**src/rtl/s83f_pkg.sv**
```systemverilog
// ----------------------------------------------------------------------------
// s83f_pkg
// Shared widths, character codes, register indexes and the helper functions
// of the 8.3 short-name filter.
// ----------------------------------------------------------------------------
package s83f_pkg;

   localparam int unsigned BYTE_W     = 8;
   localparam int unsigned BASE_LEN   = 8;
   localparam int unsigned EXT_LEN    = 3;
   localparam int unsigned BASE_W     = BASE_LEN * BYTE_W;
   localparam int unsigned EXT_W      = EXT_LEN * BYTE_W;
   localparam int unsigned CSR_IDX_W  = 2;
   localparam int unsigned CSR_DATA_W = 64;

   // register indexes on the configuration channel
   localparam logic [CSR_IDX_W-1:0] CSR_PATTERN_BASE     = 2'd0;
   localparam logic [CSR_IDX_W-1:0] CSR_PATTERN_EXT      = 2'd1;
   localparam logic [CSR_IDX_W-1:0] CSR_MATCH_EVERYTHING = 2'd2;

   // character codes
   localparam logic [7:0] CHAR_NUL   = 8'h00;
   localparam logic [7:0] CHAR_SPACE = 8'h20;
   localparam logic [7:0] CHAR_DOT   = 8'h2E;
   localparam logic [7:0] CHAR_STAR  = 8'h2A;
   localparam logic [7:0] CHAR_QMARK = 8'h3F;
   localparam logic [7:0] CHAR_DEL   = 8'h7F;
   localparam logic [7:0] CHAR_LOW_A = 8'h61;
   localparam logic [7:0] CHAR_LOW_Z = 8'h7A;
   localparam logic [7:0] CASE_DIFF  = 8'h20;

   function automatic logic [7:0] upcase(logic [7:0] c);
      return (c >= CHAR_LOW_A && c <= CHAR_LOW_Z) ? c - CASE_DIFF : c;
   endfunction

   // control bytes, space, DEL and above, and reserved punctuation
   function automatic logic forbidden(logic [7:0] c);
      logic bad;
      bad = (c <= CHAR_SPACE) || (c >= CHAR_DEL);
      case (c) inside
         8'h22, 8'h2A, 8'h2B, 8'h2C, 8'h2F, 8'h3A, 8'h3B, 8'h3C,
         8'h3D, 8'h3E, 8'h3F, 8'h5B, 8'h5C, 8'h5D, 8'h7C: bad = 1'b1;
         default: ;
      endcase
      return bad;
   endfunction

   // Wildcard compare of one field, lane by lane. Pattern and name positions
   // stay in step: '?' past the end of the name lands on a zero name byte.
   // The first deciding lane wins; '*' or a joint end decide success.
   function automatic logic field_match(logic [BASE_W-1:0] pat, logic [BASE_W-1:0] nm);
      logic       done;
      logic       ok;
      logic [7:0] p;
      logic [7:0] ch;
      done = 1'b0;
      ok   = 1'b1;
      for (int i = 0; i < BASE_LEN; i++) begin
         p  = pat[BYTE_W*i +: BYTE_W];
         ch = nm[BYTE_W*i +: BYTE_W];
         if (!done) begin
            if (p == CHAR_STAR || (p == CHAR_NUL && ch == CHAR_NUL)) begin
               done = 1'b1;
            end else if (p != CHAR_QMARK && upcase(p) != upcase(ch)) begin
               done = 1'b1;
               ok   = 1'b0;
            end
         end
      end
      return ok;
   endfunction

endpackage

```
**src/rtl/s83f_if.sv**
```systemverilog
// ----------------------------------------------------------------------------
// s83f channel interfaces
// Name byte, result and configuration channels with valid/ready handshake.
// ----------------------------------------------------------------------------
interface s83f_req_if;
   logic                          valid;
   logic                          ready;
   logic [s83f_pkg::BYTE_W-1:0]   name_byte;
   logic                          final_byte;

   modport source (output valid, output name_byte, output final_byte, input ready);
   modport sink   (input valid, input name_byte, input final_byte, output ready);
endinterface

interface s83f_rsp_if;
   logic                          valid;
   logic                          ready;
   logic                          fits_short_form;
   logic                          pattern_hit;
   logic [s83f_pkg::BASE_W-1:0]   short_base;
   logic [s83f_pkg::EXT_W-1:0]    short_ext;
   logic                          had_dot;

   modport source (output valid, output fits_short_form, output pattern_hit,
                   output short_base, output short_ext, output had_dot, input ready);
   modport sink   (input valid, input fits_short_form, input pattern_hit,
                   input short_base, input short_ext, input had_dot, output ready);
endinterface

interface s83f_csr_if;
   logic                              valid;
   logic                              ready;
   logic [s83f_pkg::CSR_IDX_W-1:0]    reg_index;
   logic [s83f_pkg::CSR_DATA_W-1:0]   wdata;

   modport source (output valid, output reg_index, output wdata, input ready);
   modport sink   (input valid, input reg_index, input wdata, output ready);
endinterface

```
**src/rtl/short_name_83_filter_core.sv**
```systemverilog
// ----------------------------------------------------------------------------
// short_name_83_filter_core
// Streaming 8.3 short-name check with case-blind wildcard match.
// ----------------------------------------------------------------------------
// Usage:
//  - req_if carries a host file name one byte per transaction; final_byte
//    marks its last byte. Only the final byte produces a transaction on
//    rsp_if, carrying the legality flag, the upper-cased short form, the dot
//    flag and the pattern hit.
//  - csr_if writes the pattern registers (index 0 base, 1 extension,
//    2 match-everything). It is always ready; write only while idle.
//  - Throughput: one name byte per cycle while no final byte waits on rsp_if,
//    set by the single processing stage between input and result register.
//  - The final byte is first held in the input register and then loads the
//    result register once it is free; rsp_if.valid rises with that load.
//  - When rsp_if stalls, non-final bytes keep flowing into the name state;
//    a final byte waits in the input register until the result register
//    frees, so req_if.ready then drops.
//  - Reset clears the name state and the valid flags of both stage registers,
//    and restores the pattern to "*" with match-everything set.
// ----------------------------------------------------------------------------
module short_name_83_filter_core (
   input  logic        clock,
   input  logic        reset,
   s83f_req_if.sink    req_if,
   s83f_rsp_if.source  rsp_if,
   s83f_csr_if.sink    csr_if
);

   localparam int unsigned BW = s83f_pkg::BYTE_W;

   // configuration
   logic [s83f_pkg::BASE_W-1:0] pat_base_ff;
   logic [s83f_pkg::EXT_W-1:0]  pat_ext_ff;
   logic                        match_all_ff;

   // input register
   logic          hold_valid_ff, hold_valid_in;
   logic [BW-1:0] hold_byte_ff, hold_byte_in;
   logic          hold_final_ff, hold_final_in;

   // name state
   logic [s83f_pkg::BASE_W-1:0] base_store_ff, base_store_in;
   logic [s83f_pkg::EXT_W-1:0]  ext_store_ff, ext_store_in;
   logic [3:0]                  base_count_ff, base_count_in;
   logic [2:0]                  ext_count_ff, ext_count_in;
   logic [1:0]                  dot_count_ff, dot_count_in;
   logic                        bad_seen_ff, bad_seen_in;

   // result register
   logic                        rsp_valid_ff, rsp_valid_in;
   logic                        fits_ff, fits_in;
   logic                        hit_ff, hit_in;
   logic [s83f_pkg::BASE_W-1:0] short_base_ff, short_base_in;
   logic [s83f_pkg::EXT_W-1:0]  short_ext_ff, short_ext_in;
   logic                        had_dot_ff, had_dot_in;

   // state after the held byte
   logic [s83f_pkg::BASE_W-1:0] base_upd;
   logic [s83f_pkg::EXT_W-1:0]  ext_upd;
   logic [3:0]                  base_cnt_upd;
   logic [2:0]                  ext_cnt_upd;
   logic [1:0]                  dot_cnt_upd;
   logic                        bad_upd;
   logic [BW-1:0]               byte_up;
   logic                        is_dot;
   logic                        fits;
   logic                        hit;

   logic out_free;
   logic advance;
   logic accept;

   // Advance the held byte when it is non-final, or when the result
   // register is empty or being drained.
   assign out_free      = !rsp_valid_ff || rsp_if.ready;
   assign advance       = hold_valid_ff && (!hold_final_ff || out_free);
   assign req_if.ready  = !hold_valid_ff || advance;
   assign accept        = req_if.valid && req_if.ready;
   assign csr_if.ready  = 1'b1;

   // Fold the held byte into the name state.
   always_comb begin
      byte_up      = s83f_pkg::upcase(hold_byte_ff);
      is_dot       = (hold_byte_ff == s83f_pkg::CHAR_DOT);
      bad_upd      = bad_seen_ff || s83f_pkg::forbidden(hold_byte_ff);
      base_upd     = base_store_ff;
      ext_upd      = ext_store_ff;
      base_cnt_upd = base_count_ff;
      ext_cnt_upd  = ext_count_ff;
      dot_cnt_upd  = dot_count_ff;
      if (is_dot) begin
         if (dot_count_ff != 2'd2) dot_cnt_upd = dot_count_ff + 2'd1;
      end else if (dot_count_ff == 2'd0) begin
         for (int k = 0; k < s83f_pkg::BASE_LEN; k++) begin
            if (base_count_ff == 4'(k)) base_upd[BW*k +: BW] = byte_up;
         end
         if (base_count_ff != 4'd9) base_cnt_upd = base_count_ff + 4'd1;
      end else begin
         for (int k = 0; k < s83f_pkg::EXT_LEN; k++) begin
            if (ext_count_ff == 3'(k)) ext_upd[BW*k +: BW] = byte_up;
         end
         if (ext_count_ff != 3'd4) ext_cnt_upd = ext_count_ff + 3'd1;
      end

      fits = !bad_upd && (dot_cnt_upd <= 2'd1) && (base_cnt_upd != 4'd0) &&
             (base_cnt_upd <= 4'd8) && (ext_cnt_upd <= 3'd3);
      hit  = fits && (match_all_ff ||
             (s83f_pkg::field_match(pat_base_ff, base_upd) &&
              s83f_pkg::field_match(s83f_pkg::BASE_W'(pat_ext_ff),
                                    s83f_pkg::BASE_W'(ext_upd))));
   end

   // Next-state selection for both stages.
   always_comb begin
      hold_valid_in = hold_valid_ff;
      hold_byte_in  = hold_byte_ff;
      hold_final_in = hold_final_ff;
      if (accept) begin
         hold_valid_in = 1'b1;
         hold_byte_in  = req_if.name_byte;
         hold_final_in = req_if.final_byte;
      end else if (advance) begin
         hold_valid_in = 1'b0;
      end

      base_store_in = base_store_ff;
      ext_store_in  = ext_store_ff;
      base_count_in = base_count_ff;
      ext_count_in  = ext_count_ff;
      dot_count_in  = dot_count_ff;
      bad_seen_in   = bad_seen_ff;
      if (advance) begin
         if (hold_final_ff) begin
            // drop the name state, ready for the next name
            base_store_in = '0;
            ext_store_in  = '0;
            base_count_in = '0;
            ext_count_in  = '0;
            dot_count_in  = '0;
            bad_seen_in   = 1'b0;
         end else begin
            base_store_in = base_upd;
            ext_store_in  = ext_upd;
            base_count_in = base_cnt_upd;
            ext_count_in  = ext_cnt_upd;
            dot_count_in  = dot_cnt_upd;
            bad_seen_in   = bad_upd;
         end
      end

      rsp_valid_in  = rsp_valid_ff && !rsp_if.ready;
      fits_in       = fits_ff;
      hit_in        = hit_ff;
      short_base_in = short_base_ff;
      short_ext_in  = short_ext_ff;
      had_dot_in    = had_dot_ff;
      if (advance && hold_final_ff) begin
         // illegal names report all-zero fields
         rsp_valid_in  = 1'b1;
         fits_in       = fits;
         hit_in        = hit;
         short_base_in = fits ? base_upd : '0;
         short_ext_in  = fits ? ext_upd : '0;
         had_dot_in    = fits && (dot_cnt_upd == 2'd1);
      end
   end

   always_ff @(posedge clock) begin
      if (reset) begin
         pat_base_ff   <= s83f_pkg::BASE_W'(s83f_pkg::CHAR_STAR);
         pat_ext_ff    <= s83f_pkg::EXT_W'(s83f_pkg::CHAR_STAR);
         match_all_ff  <= 1'b1;
         hold_valid_ff <= 1'b0;
         base_store_ff <= '0;
         ext_store_ff  <= '0;
         base_count_ff <= '0;
         ext_count_ff  <= '0;
         dot_count_ff  <= '0;
         bad_seen_ff   <= 1'b0;
         rsp_valid_ff  <= 1'b0;
      end else begin
         if (csr_if.valid) begin
            unique case (csr_if.reg_index)
               s83f_pkg::CSR_PATTERN_BASE:     pat_base_ff  <= csr_if.wdata;
               s83f_pkg::CSR_PATTERN_EXT:      pat_ext_ff   <= csr_if.wdata[s83f_pkg::EXT_W-1:0];
               s83f_pkg::CSR_MATCH_EVERYTHING: match_all_ff <= csr_if.wdata[0];
               default: ;
            endcase
         end
         hold_valid_ff <= hold_valid_in;
         base_store_ff <= base_store_in;
         ext_store_ff  <= ext_store_in;
         base_count_ff <= base_count_in;
         ext_count_ff  <= ext_count_in;
         dot_count_ff  <= dot_count_in;
         bad_seen_ff   <= bad_seen_in;
         rsp_valid_ff  <= rsp_valid_in;
      end
   end

   // payload registers, no reset
   always_ff @(posedge clock) begin
      hold_byte_ff  <= hold_byte_in;
      hold_final_ff <= hold_final_in;
      fits_ff       <= fits_in;
      hit_ff        <= hit_in;
      short_base_ff <= short_base_in;
      short_ext_ff  <= short_ext_in;
      had_dot_ff    <= had_dot_in;
   end

   assign rsp_if.valid           = rsp_valid_ff;
   assign rsp_if.fits_short_form = fits_ff;
   assign rsp_if.pattern_hit     = hit_ff;
   assign rsp_if.short_base      = short_base_ff;
   assign rsp_if.short_ext       = short_ext_ff;
   assign rsp_if.had_dot         = had_dot_ff;

endmodule

```
**src/flat_wrapper.sv**
```systemverilog
// flat-port wrapper written by rule: the top's interface ports become plain ports
module short_name_83_filter_core_flat 
  (clock, reset, req_if_valid, req_if_name_byte, req_if_final_byte, req_if_ready, rsp_if_valid, rsp_if_fits_short_form, rsp_if_pattern_hit, rsp_if_short_base, rsp_if_short_ext, rsp_if_had_dot, rsp_if_ready, csr_if_valid, csr_if_reg_index, csr_if_wdata, csr_if_ready);
  s83f_req_if req_if_i ();
  s83f_rsp_if rsp_if_i ();
  s83f_csr_if csr_if_i ();
  input  logic clock;
  input  logic reset;
  input wire logic [$bits(req_if_i.valid)-1:0] req_if_valid;
  input wire logic [$bits(req_if_i.name_byte)-1:0] req_if_name_byte;
  input wire logic [$bits(req_if_i.final_byte)-1:0] req_if_final_byte;
  output wire logic [$bits(req_if_i.ready)-1:0] req_if_ready;
  output wire logic [$bits(rsp_if_i.valid)-1:0] rsp_if_valid;
  output wire logic [$bits(rsp_if_i.fits_short_form)-1:0] rsp_if_fits_short_form;
  output wire logic [$bits(rsp_if_i.pattern_hit)-1:0] rsp_if_pattern_hit;
  output wire logic [$bits(rsp_if_i.short_base)-1:0] rsp_if_short_base;
  output wire logic [$bits(rsp_if_i.short_ext)-1:0] rsp_if_short_ext;
  output wire logic [$bits(rsp_if_i.had_dot)-1:0] rsp_if_had_dot;
  input wire logic [$bits(rsp_if_i.ready)-1:0] rsp_if_ready;
  input wire logic [$bits(csr_if_i.valid)-1:0] csr_if_valid;
  input wire logic [$bits(csr_if_i.reg_index)-1:0] csr_if_reg_index;
  input wire logic [$bits(csr_if_i.wdata)-1:0] csr_if_wdata;
  output wire logic [$bits(csr_if_i.ready)-1:0] csr_if_ready;
  assign req_if_i.valid = req_if_valid;
  assign req_if_i.name_byte = req_if_name_byte;
  assign req_if_i.final_byte = req_if_final_byte;
  assign req_if_ready = req_if_i.ready;
  assign rsp_if_valid = rsp_if_i.valid;
  assign rsp_if_fits_short_form = rsp_if_i.fits_short_form;
  assign rsp_if_pattern_hit = rsp_if_i.pattern_hit;
  assign rsp_if_short_base = rsp_if_i.short_base;
  assign rsp_if_short_ext = rsp_if_i.short_ext;
  assign rsp_if_had_dot = rsp_if_i.had_dot;
  assign rsp_if_i.ready = rsp_if_ready;
  assign csr_if_i.valid = csr_if_valid;
  assign csr_if_i.reg_index = csr_if_reg_index;
  assign csr_if_i.wdata = csr_if_wdata;
  assign csr_if_ready = csr_if_i.ready;
  short_name_83_filter_core u_core (.clock(clock), .reset(reset), .req_if(req_if_i), .rsp_if(rsp_if_i), .csr_if(csr_if_i));
endmodule
```
**config.mk**
```make
export PLATFORM = sky130hd
export DESIGN_NAME = short_name_83_filter_core_flat
export DESIGN_NICKNAME = d
export VERILOG_FILES = /design/src/rtl/s83f_pkg.sv /design/src/rtl/s83f_if.sv /design/src/rtl/short_name_83_filter_core.sv /design/src/flat_wrapper.sv
export SDC_FILE = /design/constraint.sdc
export NUM_CORES = 1
export LEC_CHECK = 0
export ABC_CLOCK_PERIOD_IN_PS = 4550
export BUFFER_PORTS_ARGS = -buffer_cell sky130_fd_sc_hd__buf_2
export CAP_MARGIN = 20
export CORE_MARGIN = 8
export CORE_UTILIZATION = 50
export CTS_CLUSTER_SIZE = 8
export DETAILED_ROUTE_END_ITERATION = 10
export PLACE_DENSITY = 0.68
export REMOVE_ABC_BUFFERS = 1
export SLEW_MARGIN = 40
export SYNTH_ARGS = -nofsm -noshare
export SYNTH_HDL_FRONTEND = slang
export SYNTH_SLANG_ARGS = --single-unit
```
**constraint.sdc**
```tcl
create_clock -name clock -period 4.55 [get_ports clock]
set_input_delay 0.91 -clock clock [delete_from_list [all_inputs] [get_ports clock]]
set_output_delay 0.91 -clock clock [all_outputs]
set_load 0.1 [all_outputs]
```
# After elaboration in Yosys (flattened, before gate mapping)
# Cells that the tools add are included.
word_totals:
  regBits: 289
  output_inout_bits: 94
op_classes:
  n_addsub: 26
  magnitude_cmp: 51
  eq_ne: 64
  n_mux: 112
  reduce_logical: 110
ops:
  columns: ["op", "n"]
  rows:
  - ["two-way mux 8 bit", 34]
  - [">= comparator 8 x 7 -> 1 bit (second input constant)", 24]
  - ["two-way mux 64 bit", 3]
  - ["== test 8 x 6 -> 1 bit (second input constant)", 23]
  - ["<= comparator 8 x 7 -> 1 bit (second input constant)", 23]
  - ["subtractor 8 x 6 -> 8 bit (second input constant)", 23]
  - ["zero test 8 bit", 22]
  - ["!= test 8 x 6 -> 1 bit (second input constant)", 11]
  - ["!= test 8 bit", 11]
  - ["two-way mux 24 bit", 3]
  - ["two-way mux 1 bit", 61]
  - ["logical AND 1 bit", 56]
  - ["== test 8 x 7 -> 1 bit (second input constant)", 4]
  - ["logical OR 1 bit", 17]
  - ["== test 4 x 3 -> 1 bit (second input constant)", 4]
  - ["two-way mux 4 bit", 4]
  - ["OR reduction 15 bit", 1]
  - ["two-way mux 3 bit", 4]
  - ["== test 4 x 2 -> 1 bit (second input constant)", 2]
  - ["<= comparator 8 x 6 -> 1 bit (second input constant)", 1]
  - ["two-way mux 2 bit", 3]
  - ["AND reduction 2 bit", 3]
  - ["zero test 1 bit", 5]
  - ["adder 4 x 1 -> 4 bit (second input constant)", 1]
  - ["18 further kinds", 20]

# Longest topological paths before layout
# Gate-level depths: netlist of run 1.
depth:
  depth_word: 37
  depth_mapped: 17
  mapped_depth_nobuf: 17

# Worst setup path after synthesis of run 1
# No wires, ideal clock.
synth_timing:
  path_type: "reg-to-reg"
  startpoint: "register u_core.hold_byte_ff[0]"
  endpoint: "register u_core.hit_ff (netlist: u_core.rsp_if.pattern_hit) (data pin)"
  arrival_ps: 3537
  required_ps: 4284
  setup_slack_ps: 747
  path_stages_with_launch: 16
  path_buffers: 3
  path_cell_list: "edfxtp_1 buf_6 or4b_4 buf_2 o21ai_1 nand2_1 and2_0 clkbuf_1 ha_1 or2_2 a211oi_1 a211oi_1 o21ai_0 nand2_1 a2111oi_2 o31ai_2"
synth_between:
  elab_chain_cells: 37
  word_cells_on_any_way: 223
synth_rtl:
  columns: ["element", "line_no", "source"]
  rows:
  - ["start: declaration", "short_name_83_filter_core.sv:39", "logic [BW-1:0] hold_byte_ff, hold_byte_in;"]
  - ["start signal: assignment", "short_name_83_filter_core.sv:204", "hold_byte_ff <= hold_byte_in;"]
  - [">= comparator 8 x 7 -> 1 bit or <= comparator 8 x 7 -> 1 bit (tied branches)", "s83f_pkg.sv:33", "return (c >= CHAR_LOW_A && c <= CHAR_LOW_Z) ? c - CASE_DIFF : c;"]
  - ["logical AND 1 bit", "s83f_pkg.sv:33", null]
  - ["two-way mux 8 bit", "s83f_pkg.sv:33", null]
  - ["two-way mux 8 bit", "short_name_83_filter_core.sv:96", "if (base_count_ff == 4'(k)) base_upd[BW*k +: BW] = byte_up;"]
  - ["two-way mux 64 bit", "short_name_83_filter_core.sv:94", "end else if (dot_count_ff == 2'd0) begin"]
  - ["two-way mux 64 bit", "short_name_83_filter_core.sv:92", "if (is_dot) begin"]
  - [">= comparator 8 x 7 -> 1 bit or <= comparator 8 x 7 -> 1 bit (tied branches)", "s83f_pkg.sv:33", null]
  - ["logical AND 1 bit", "s83f_pkg.sv:33", null]
  - ["[... 22 more ...]", null, null]
  - ["two-way mux 1 bit", "s83f_pkg.sv:61", "if (!done) begin"]
  - ["two-way mux 1 bit", "s83f_pkg.sv:64", "end else if (p != CHAR_QMARK && upcase(p) != upcase(ch)) begin"]
  - ["two-way mux 1 bit", "s83f_pkg.sv:62", "if (p == CHAR_STAR || (p == CHAR_NUL && ch == CHAR_NUL)) begin"]
  - ["two-way mux 1 bit", "s83f_pkg.sv:61", null]
  - ["logical AND 1 bit", "short_name_83_filter_core.sv:109", "(s83f_pkg::field_match(pat_base_ff, base_upd) &&"]
  - ["logical OR 1 bit", "short_name_83_filter_core.sv:108", "hit = fits && (match_all_ff ||"]
  - ["logical AND 1 bit (*)", "short_name_83_filter_core.sv:108", null]
  - ["via u_core.hit", "short_name_83_filter_core.sv:68", "logic hit;"]
  - ["end signal: assignment", "short_name_83_filter_core.sv:207", "hit_ff <= hit_in;"]
  - ["end: declaration", "short_name_83_filter_core.sv:53", "logic hit_ff, hit_in;"]
# The timed path passes the listed nets; every way through them passes the cells marked *.
# A chain may end at the register's enable or synchronous reset.

# Final worst setup path of run 1
layout_timing:
  startpoint: "register u_core.hold_byte_ff[2]"
  endpoint: "register u_core.hit_ff (netlist: u_core.rsp_if.pattern_hit) (data pin)"
# The elaborated chain is that of the path after synthesis.

==> impl_metrics.env, run 1 <==
export IMPL_placementRows=64
export IMPL_holdWs_ns=0.4837
export IMPL_via_count=14660
export IMPL_avgSynthCellArea_um2=8.529
export IMPL_ant_nets=0
export IMPL_pin_count=174
export IMPL_clock_latency_ns=0.53
export IMPL_cts_max_path_buffers=3
export IMPL_grt_pass1_vias=14190
export IMPL_initial_core_util=0.5089
export IMPL_final_layout_size_suffix_gt1_frac=0.1589
export IMPL_power_uw=6517
export IMPL_path_class="register to register"
export IMPL_hold_class="register to register"
export IMPL_timing_clock_skew_ns=0.02466
export IMPL_dp_cells=2358
export IMPL_cts_clk_slew_worst_paths_ns=0.05
export IMPL_comb_power_share=0.119
export IMPL_slowest_delay_ns=0.45
export IMPL_clkPwrFrac=0.453
export IMPL_drc=0
export IMPL_worstPathArrival_ns=4.51
export IMPL_numCtsBuffers=42
export IMPL_dieArea_um2=37120
export IMPL_final_min_clock_period_ns=4.236
export IMPL_hold_viol=0
export IMPL_max_slew_margin_rel=0.4395
export IMPL_status="completed"
export IMPL_io_buffers=172
export IMPL_critPathSlowestCell="nand4b_1"
export IMPL_async_flop_share=0
export IMPL_seqPwrFrac=0.428
export IMPL_root_buffer="clkbuf_16"
export IMPL_maxCapViolations=0
export IMPL_powerDensity_nw_per_um2=355.2
export IMPL_startpoint_type="register"
export IMPL_ir_drop_mv=0.2272
export IMPL_syn2layout_area_growth_pct=17.54
export IMPL_crit_path_max_fanout=13
export IMPL_rsz0062_at_grt="no"
export IMPL_synth_ff_type="dfxtp_1"
export IMPL_place_hpwl_mm=35.13
export IMPL_grt_overflow=0
export IMPL_track_usage=0.2596
export IMPL_syn_inst=1830
export IMPL_synth_seq_area_share=0.4348
export IMPL_power_switching_uw=1764
export IMPL_firstDrtPassIters=6
export IMPL_dpl_instance_area_um2=17090
export IMPL_drtIter0Drc=1364
export IMPL_fin_crit_sh=0.9309
export IMPL_core_region_area_um2=30670
export IMPL_swShare=0.2707
export IMPL_die_width_um=192.7
export IMPL_cts_tree="done"
export IMPL_required_ns=4.82
export IMPL_p_leak_uw=0.006620
export IMPL_htree_levels=2
export IMPL_netlist_area_um2=15610
export IMPL_grt_pass1_wl_mm=77.04
export IMPL_fmax_ghz=0.2361
export IMPL_gp_congestion=0.9595
export IMPL_synth_edf_count=100
export IMPL_fin_cells=2435
export IMPL_intPower_uw=4753
export IMPL_cp_common_cell="nand2_1"
export IMPL_slew_viol_final=0
export IMPL_cts_setup_buffers=0
export IMPL_setup_slack_ns=0.3143
export IMPL_grt_max_degree=87
export IMPL_setup_viol=0
export IMPL_final_area_um2=18350
export IMPL_avgViaCountPerCell=6.021
export IMPL_antenna_diode_count=0
export IMPL_end_kind="register"
export IMPL_post_place_ws_ns=0.2081
export IMPL_tightest_slew_ns=0.8196
export IMPL_synth_seq_cells=289
export IMPL_fin_nets=2120
export IMPL_cts_sinks=289
export IMPL_routedWlPerCell_um=20.29
export IMPL_antenna_found_initial=0
export IMPL_die_y_um=192.7
export IMPL_drt_wl_total_mm=49.40
export IMPL_synth_cell_types=89
export IMPL_yosysWarnings=0
export IMPL_cp_cell_sequence="buf_4 -> nand4b_1 -> buf_4 -> o2111ai_1 -> nand2_1 -> nand2_1 -> inv_1 -> ha_1 -> nand2_1 -> nor4_1 -> a21oi_1 -> xnor2_1 -> nand4_1 -> o21ai_0 -> nand2_1 -> a2111oi_2 -> o31ai_2"
==> routing by layer <==
layer,GRT usage,vias to the layer above,wire (um)
met5,0,-,0
met3,0.03777,122,3954
met2,0.4277,633,22860
met4,0.1028,0,1918
li1,-,6917,-
met1,0.3389,6990,20670
==> registers in the layout, summed over array words and instances, names as in the netlist <==
signal                         flops
u_core.bad_seen_ff                 1
u_core.base_count_ff               4
u_core.base_store_ff              64
u_core.dot_count_ff                2
u_core.ext_count_ff                3
u_core.ext_store_ff               24
u_core.hold_byte_ff                8
u_core.hold_final_ff               1
u_core.hold_valid_ff               1
u_core.match_all_ff                1
u_core.pat_base_ff                64
u_core.pat_ext_ff                 24
u_core.rsp_if.fits_short_form      1
u_core.rsp_if.had_dot              1
u_core.rsp_if.pattern_hit          1
u_core.rsp_if.short_base          64
u_core.rsp_if.short_ext           24
u_core.rsp_if.valid                1
==> synthesized netlist by cell type (7+ instances only) <==
master / instances / share of area
nand3_1: 41 / 0.013
edfxtp_1: 100 / 0.19
a211oi_1: 8 / 0.0038
a21o_1: 8 / 0.0038
or3_1: 13 / 0.0052
and3_1: 12 / 0.0048
o211ai_1: 10 / 0.0048
a31oi_1: 17 / 0.0068
o21ai_0: 35 / 0.011
a21boi_0: 8 / 0.0038
or4_1: 15 / 0.0072
xnor2_1: 47 / 0.026
a22oi_1: 74 / 0.036
nor2_1: 292 / 0.070
clkbuf_1: 81 / 0.019
nand4_1: 22 / 0.0088
xor2_1: 31 / 0.017
o22ai_1: 12 / 0.0048
o21ai_1: 10 / 0.0032
nand2b_1: 12 / 0.0048
mux2i_1: 72 / 0.046
o31ai_1: 12 / 0.0058
buf_2: 15 / 0.0048
nand3b_1: 7 / 0.0034
a21oi_1: 161 / 0.052
nor3_1: 38 / 0.012
and2_1: 8 / 0.0032
nand2_1: 245 / 0.059
nor3b_1: 7 / 0.0034
dfxtp_1: 189 / 0.24
nor4_1: 16 / 0.0064
inv_1: 50 / 0.012
ha_1: 34 / 0.027
==> final cells by class <==
cell class / count / area (um2)
clock buffers: 76 / 1231
flip-flops and latches: 289 / 6787
multi-input cells: 1385 / 8243
fillers: 2795 / 12320
repair buffers: 237 / 1389
inverters: 51 / 191.4
well taps: 396 / 495.5
clock inverters: 1 / 8.758
==> final timing paths <==
| check | from | end | slack [ns] | depth (start not counted) |
|---|---|---|---|---|
| worst max-delay path | u_core.hold_byte_ff[2] | u_core.rsp_if.pattern_hit | 0.31 | 17 |
| worst min-delay path | u_core.pat_base_ff[38] | u_core.pat_base_ff[38] | 0.48 | 2 |
| worst max register to register | u_core.hold_byte_ff[2] | u_core.rsp_if.pattern_hit | 0.31 | 17 |
| worst min register to register | u_core.pat_base_ff[38] | u_core.pat_base_ff[38] | 0.48 | 2 |
==> repair_timing <==
action | 4_1_cts | 5_1_grt
endpoints found under the setup margin | 0 | 1
gates resized for setup | 0 | 2
hold buffers | 0 | 0
==> kinds of logic (layout without fill, tap and decap cells) <==
group | count (synthesis) | after routing | synth area share
AOI/OAI and AO/OA | 430 | 430 | 0.1800
xor gates and xnor gates | 79 | 79 | 0.04529
adders and majority gates | 34 | 34 | 0.02726
buffers and inverters | 156 | 365 | 0.04064
DFF | 289 | 289 | 0.4348
muxes | 75 | 75 | 0.04834
other | 1 | 1 | 0.0002403
and+or+nand+nor | 766 | 766 | 0.2234
==> power groups by stage <==
stage,registers [uW],logic [uW],clock network [uW]
2_1_floorplan,3010,308,0
3_3_place_gp,2840,753,0
3_5_place_dp,2840,764,0
4_1_cts,2790,768,2980
5_1_grt,2800,822,3100
6_report,2790,773,2950
==> stage by stage <==
step | setup TNS (ns) | util
floorplan | -21.41 | -
global placement | 0 | 0.5563
detailed placement | 0 | 0.5571
CTS | 0 | 0.5975
global route | 0 | 0.5982
finish | 0 | 0.5982
==> worst max-delay path: cells and delay by family (launching register included) <==
kind	cells	cell delay, ns
DFF	1	0.37
buffers and inverters	3	0.69
and+or+nand+nor	7	1.20
adders and majority gates	1	0.27
AOI/OAI and AO/OA	5	1.27
xor gates and xnor gates	1	0.18
==> cells in the final DEF, fill, tap and decap left out, types with 11 or more instances in the layout <==
cell type	netlist	final
nor2_1	292	291
nand2_1	245	245
dfxtp_1	189	189
buf_2	15	171
a21oi_1	161	160
edfxtp_1	100	100
a22oi_1	74	74
mux2i_1	72	72
buf_4	2	63
inv_1	50	50
xnor2_1	47	47
clkbuf_16	0	44
nand3_1	41	41
nor3_1	38	38
o21ai_0	35	35
ha_1	34	34
xor2_1	31	31
clkbuf_1	81	31
nand4_1	22	22
a31oi_1	17	16
or4_1	15	15
nor4_1	16	15
or3_1	13	13
o31ai_1	12	12
o22ai_1	12	12
nand2b_1	12	12
and3_1	12	11
Power figures use the tool's default switching activity.
==> run 2: changes to the inputs <==
Settings changed: ABC_CLOCK_PERIOD_IN_PS 4550 to 4900.
Clock period 4.55 ns to 4.9 ns, I/O delays scaled along.
==> run 2 against run 1 <==
- flip-flop and latch count stayed put
- highest routed layer unchanged
- clock power is 9.5% lower
- sequential power is 7.2% lower
- via count is 0.17% lower
- register-to-register slack better by 0.23 ns
==> impl_metrics.env, run 2 (same netlist as run 1, synthesis figures left out) <==
export IMPL_drc=0
export IMPL_layout_commonest_cell="nor2_1"
export IMPL_antenna_found_initial=0
export IMPL_timing_clock_skew_ns=0.02581
export IMPL_dpl_instance_area_um2=16990
export IMPL_post_place_ws_ns=0.6080
export IMPL_ir_drop_mv=0.3030
export IMPL_gp_congestion=0.9357
export IMPL_worstReg2RegEnd="u_core.rsp_if.pattern_hit"
export IMPL_critPathSlowestCell="edfxtp_1"
export IMPL_met3_length_mm=3.835
export IMPL_antenna_diode_count=0
export IMPL_tightest_slew_ns=0.9313
export IMPL_cts_max_path_buffers=3
export IMPL_wl_met2_mm=23.35
export IMPL_max_slew_margin_rel=0.3791
export IMPL_r2r_slack_ns=0.55
export IMPL_worst_hold_path_endpoint="u_core.pat_base_ff[38]"
export IMPL_rsz0062_at_grt="no"
export IMPL_crit_buf_inv=2
export IMPL_cts_sinks=289
export IMPL_cp_cell_sequence="inv_1 -> ha_1 -> a31oi_1 -> mux2i_1 -> buf_4 -> ha_1 -> a31oi_1 -> xor2_1 -> a211oi_1 -> or4_1 -> o2111ai_1 -> o31ai_2"
export IMPL_initial_core_util=0.5089
export IMPL_io_buffers=172
export IMPL_grt_overflow=0
export IMPL_final_cell_mix="nor2_1, nand2_1, dfxtp_1"
export IMPL_grt_pass1_vias=13870
export IMPL_holdCritStartpoint="u_core.pat_base_ff[38]"
export IMPL_setup_viol=0
export IMPL_numCtsBuffers=42
export IMPL_dr_max_layer_used="met4"
export IMPL_htree_levels=2
export IMPL_final_layout_size_suffix_gt1_frac=0.1537
export IMPL_track_usage=0.2624
export IMPL_path_delay_family="compound AO/OA/AOI/OAI gates"
export IMPL_ant_nets=0
export IMPL_die_width_um=192.7
export IMPL_maxCapViolations=0
export IMPL_slew_viol_final=0
export IMPL_fmax_ghz=0.2297
export IMPL_drtIter0Drc=1392
export IMPL_fin_crit_sh=0.8884
export IMPL_holdWs_ns=0.4756
export IMPL_slowest_delay_ns=0.75
export IMPL_cts_tree="done"
export IMPL_hold_class="register to register"
export IMPL_reg2reg_from="u_core.hold_byte_ff[6]"
export IMPL_worstPathArrival_ns=4.63
export IMPL_startpoint_type="register"
export IMPL_firstDrtPassIters=5
export IMPL_grt_max_degree=95
export IMPL_whs_path_depth=2
export IMPL_end_kind="register"
export IMPL_p_leak_uw=0.006544
export IMPL_reg2regPathDepth=12
export IMPL_grt_pass1_wl_mm=77.24
export IMPL_drt_wl_total_mm=50.47
export IMPL_fin_nets=2110
export IMPL_powerDensity_nw_per_um2=328.3
export IMPL_core_region_area_um2=30670
export IMPL_dieArea_um2=37120
export IMPL_syn2layout_area_growth_pct=16.54
export IMPL_status="completed"
export IMPL_fillers=2796
export IMPL_place_hpwl_mm=35.98
export IMPL_drt_met1_wl_mm=21.41
export IMPL_cts_setup_buffers=0
export IMPL_hold_buffers=0
export IMPL_root_buffer="clkbuf_16"
export IMPL_pin_count=174
export IMPL_placementRows=64
export IMPL_die_y_um=192.7
export IMPL_routedWlPerCell_um=20.86
export IMPL_required_ns=5.18
export IMPL_path_class="register to register"
export IMPL_setup_slack_ns=0.5466
export IMPL_final_min_clock_period_ns=4.353
export IMPL_crit_path_max_fanout=16
export IMPL_via_count=14640
export IMPL_final_area_um2=18190
export IMPL_cts_clk_slew_worst_paths_ns=0.06
export IMPL_clock_latency_ns=0.53
export IMPL_hold_viol=0
export IMPL_avgViaCountPerCell=6.048
export IMPL_ctsResizeCount=0
==> run 2: worst min-delay path, stage by stage (launching register included) <==
cell and delay [ns]:
dfxtp_1 0.32, nand2_1 0.06, a21oi_1 0.05
==> run 2: how the worst max path moves through the flow <==
stage                           startpoint  cells after the start                   endpoint
finish              u_core.hold_byte_ff[6]                     12  u_core.rsp_if.pattern_hit
CTS                 u_core.dot_count_ff[0]                     15  u_core.rsp_if.pattern_hit
global placement    u_core.dot_count_ff[0]                     15  u_core.rsp_if.pattern_hit
floorplan           u_core.hold_byte_ff[0]                     10  u_core.rsp_if.pattern_hit
global route        u_core.dot_count_ff[1]                     15  u_core.rsp_if.pattern_hit
detailed placement  u_core.dot_count_ff[0]                     15  u_core.rsp_if.pattern_hit
==> run 2: metrics by stage <==
step | util | TNS, ns | power, uW | cells
finish | 0.5931 | 0 | 5972 | 2420
global route | 0.5931 | 0 | 6162 | 2420
CTS | 0.5928 | 0 | 5997 | 2420
detailed placement | 0.5539 | 0 | 3342 | 2348
global placement | 0.5531 | 0 | 3330 | 2347
floorplan | - | -0.3398 | 3078 | 1725
==> run 2: per-layer routing <==
| layer | up-vias | track usage |
|---|---|---|
| met5 | - | 0 |
| met2 | 572 | 0.4294 |
| li1 | 6915 | - |
| met3 | 132 | 0.04445 |
| met1 | 7018 | 0.3432 |
| met4 | 0 | 0.09871 |
==> run 2: power by group <==
part	internal (uW)	leakage, uW	total (uW)	switching, uW
combinational	192	0.00354	712	520
clock	1620	0.000571	2670	1050
sequential	2530	0.00243	2590	59.1
==> run 2: final cells by class <==
class,instances,area [um2],area share
clock buffer,70,1177,0.06473
clock inverter,2,15.01,0.0008255
inverter,51,191.4,0.01052
multi-input combinational,1385,8234,0.4527
sequential,289,6787,0.3731
tap,396,495.5,0.02724
timing repair buffer,227,1289,0.07085
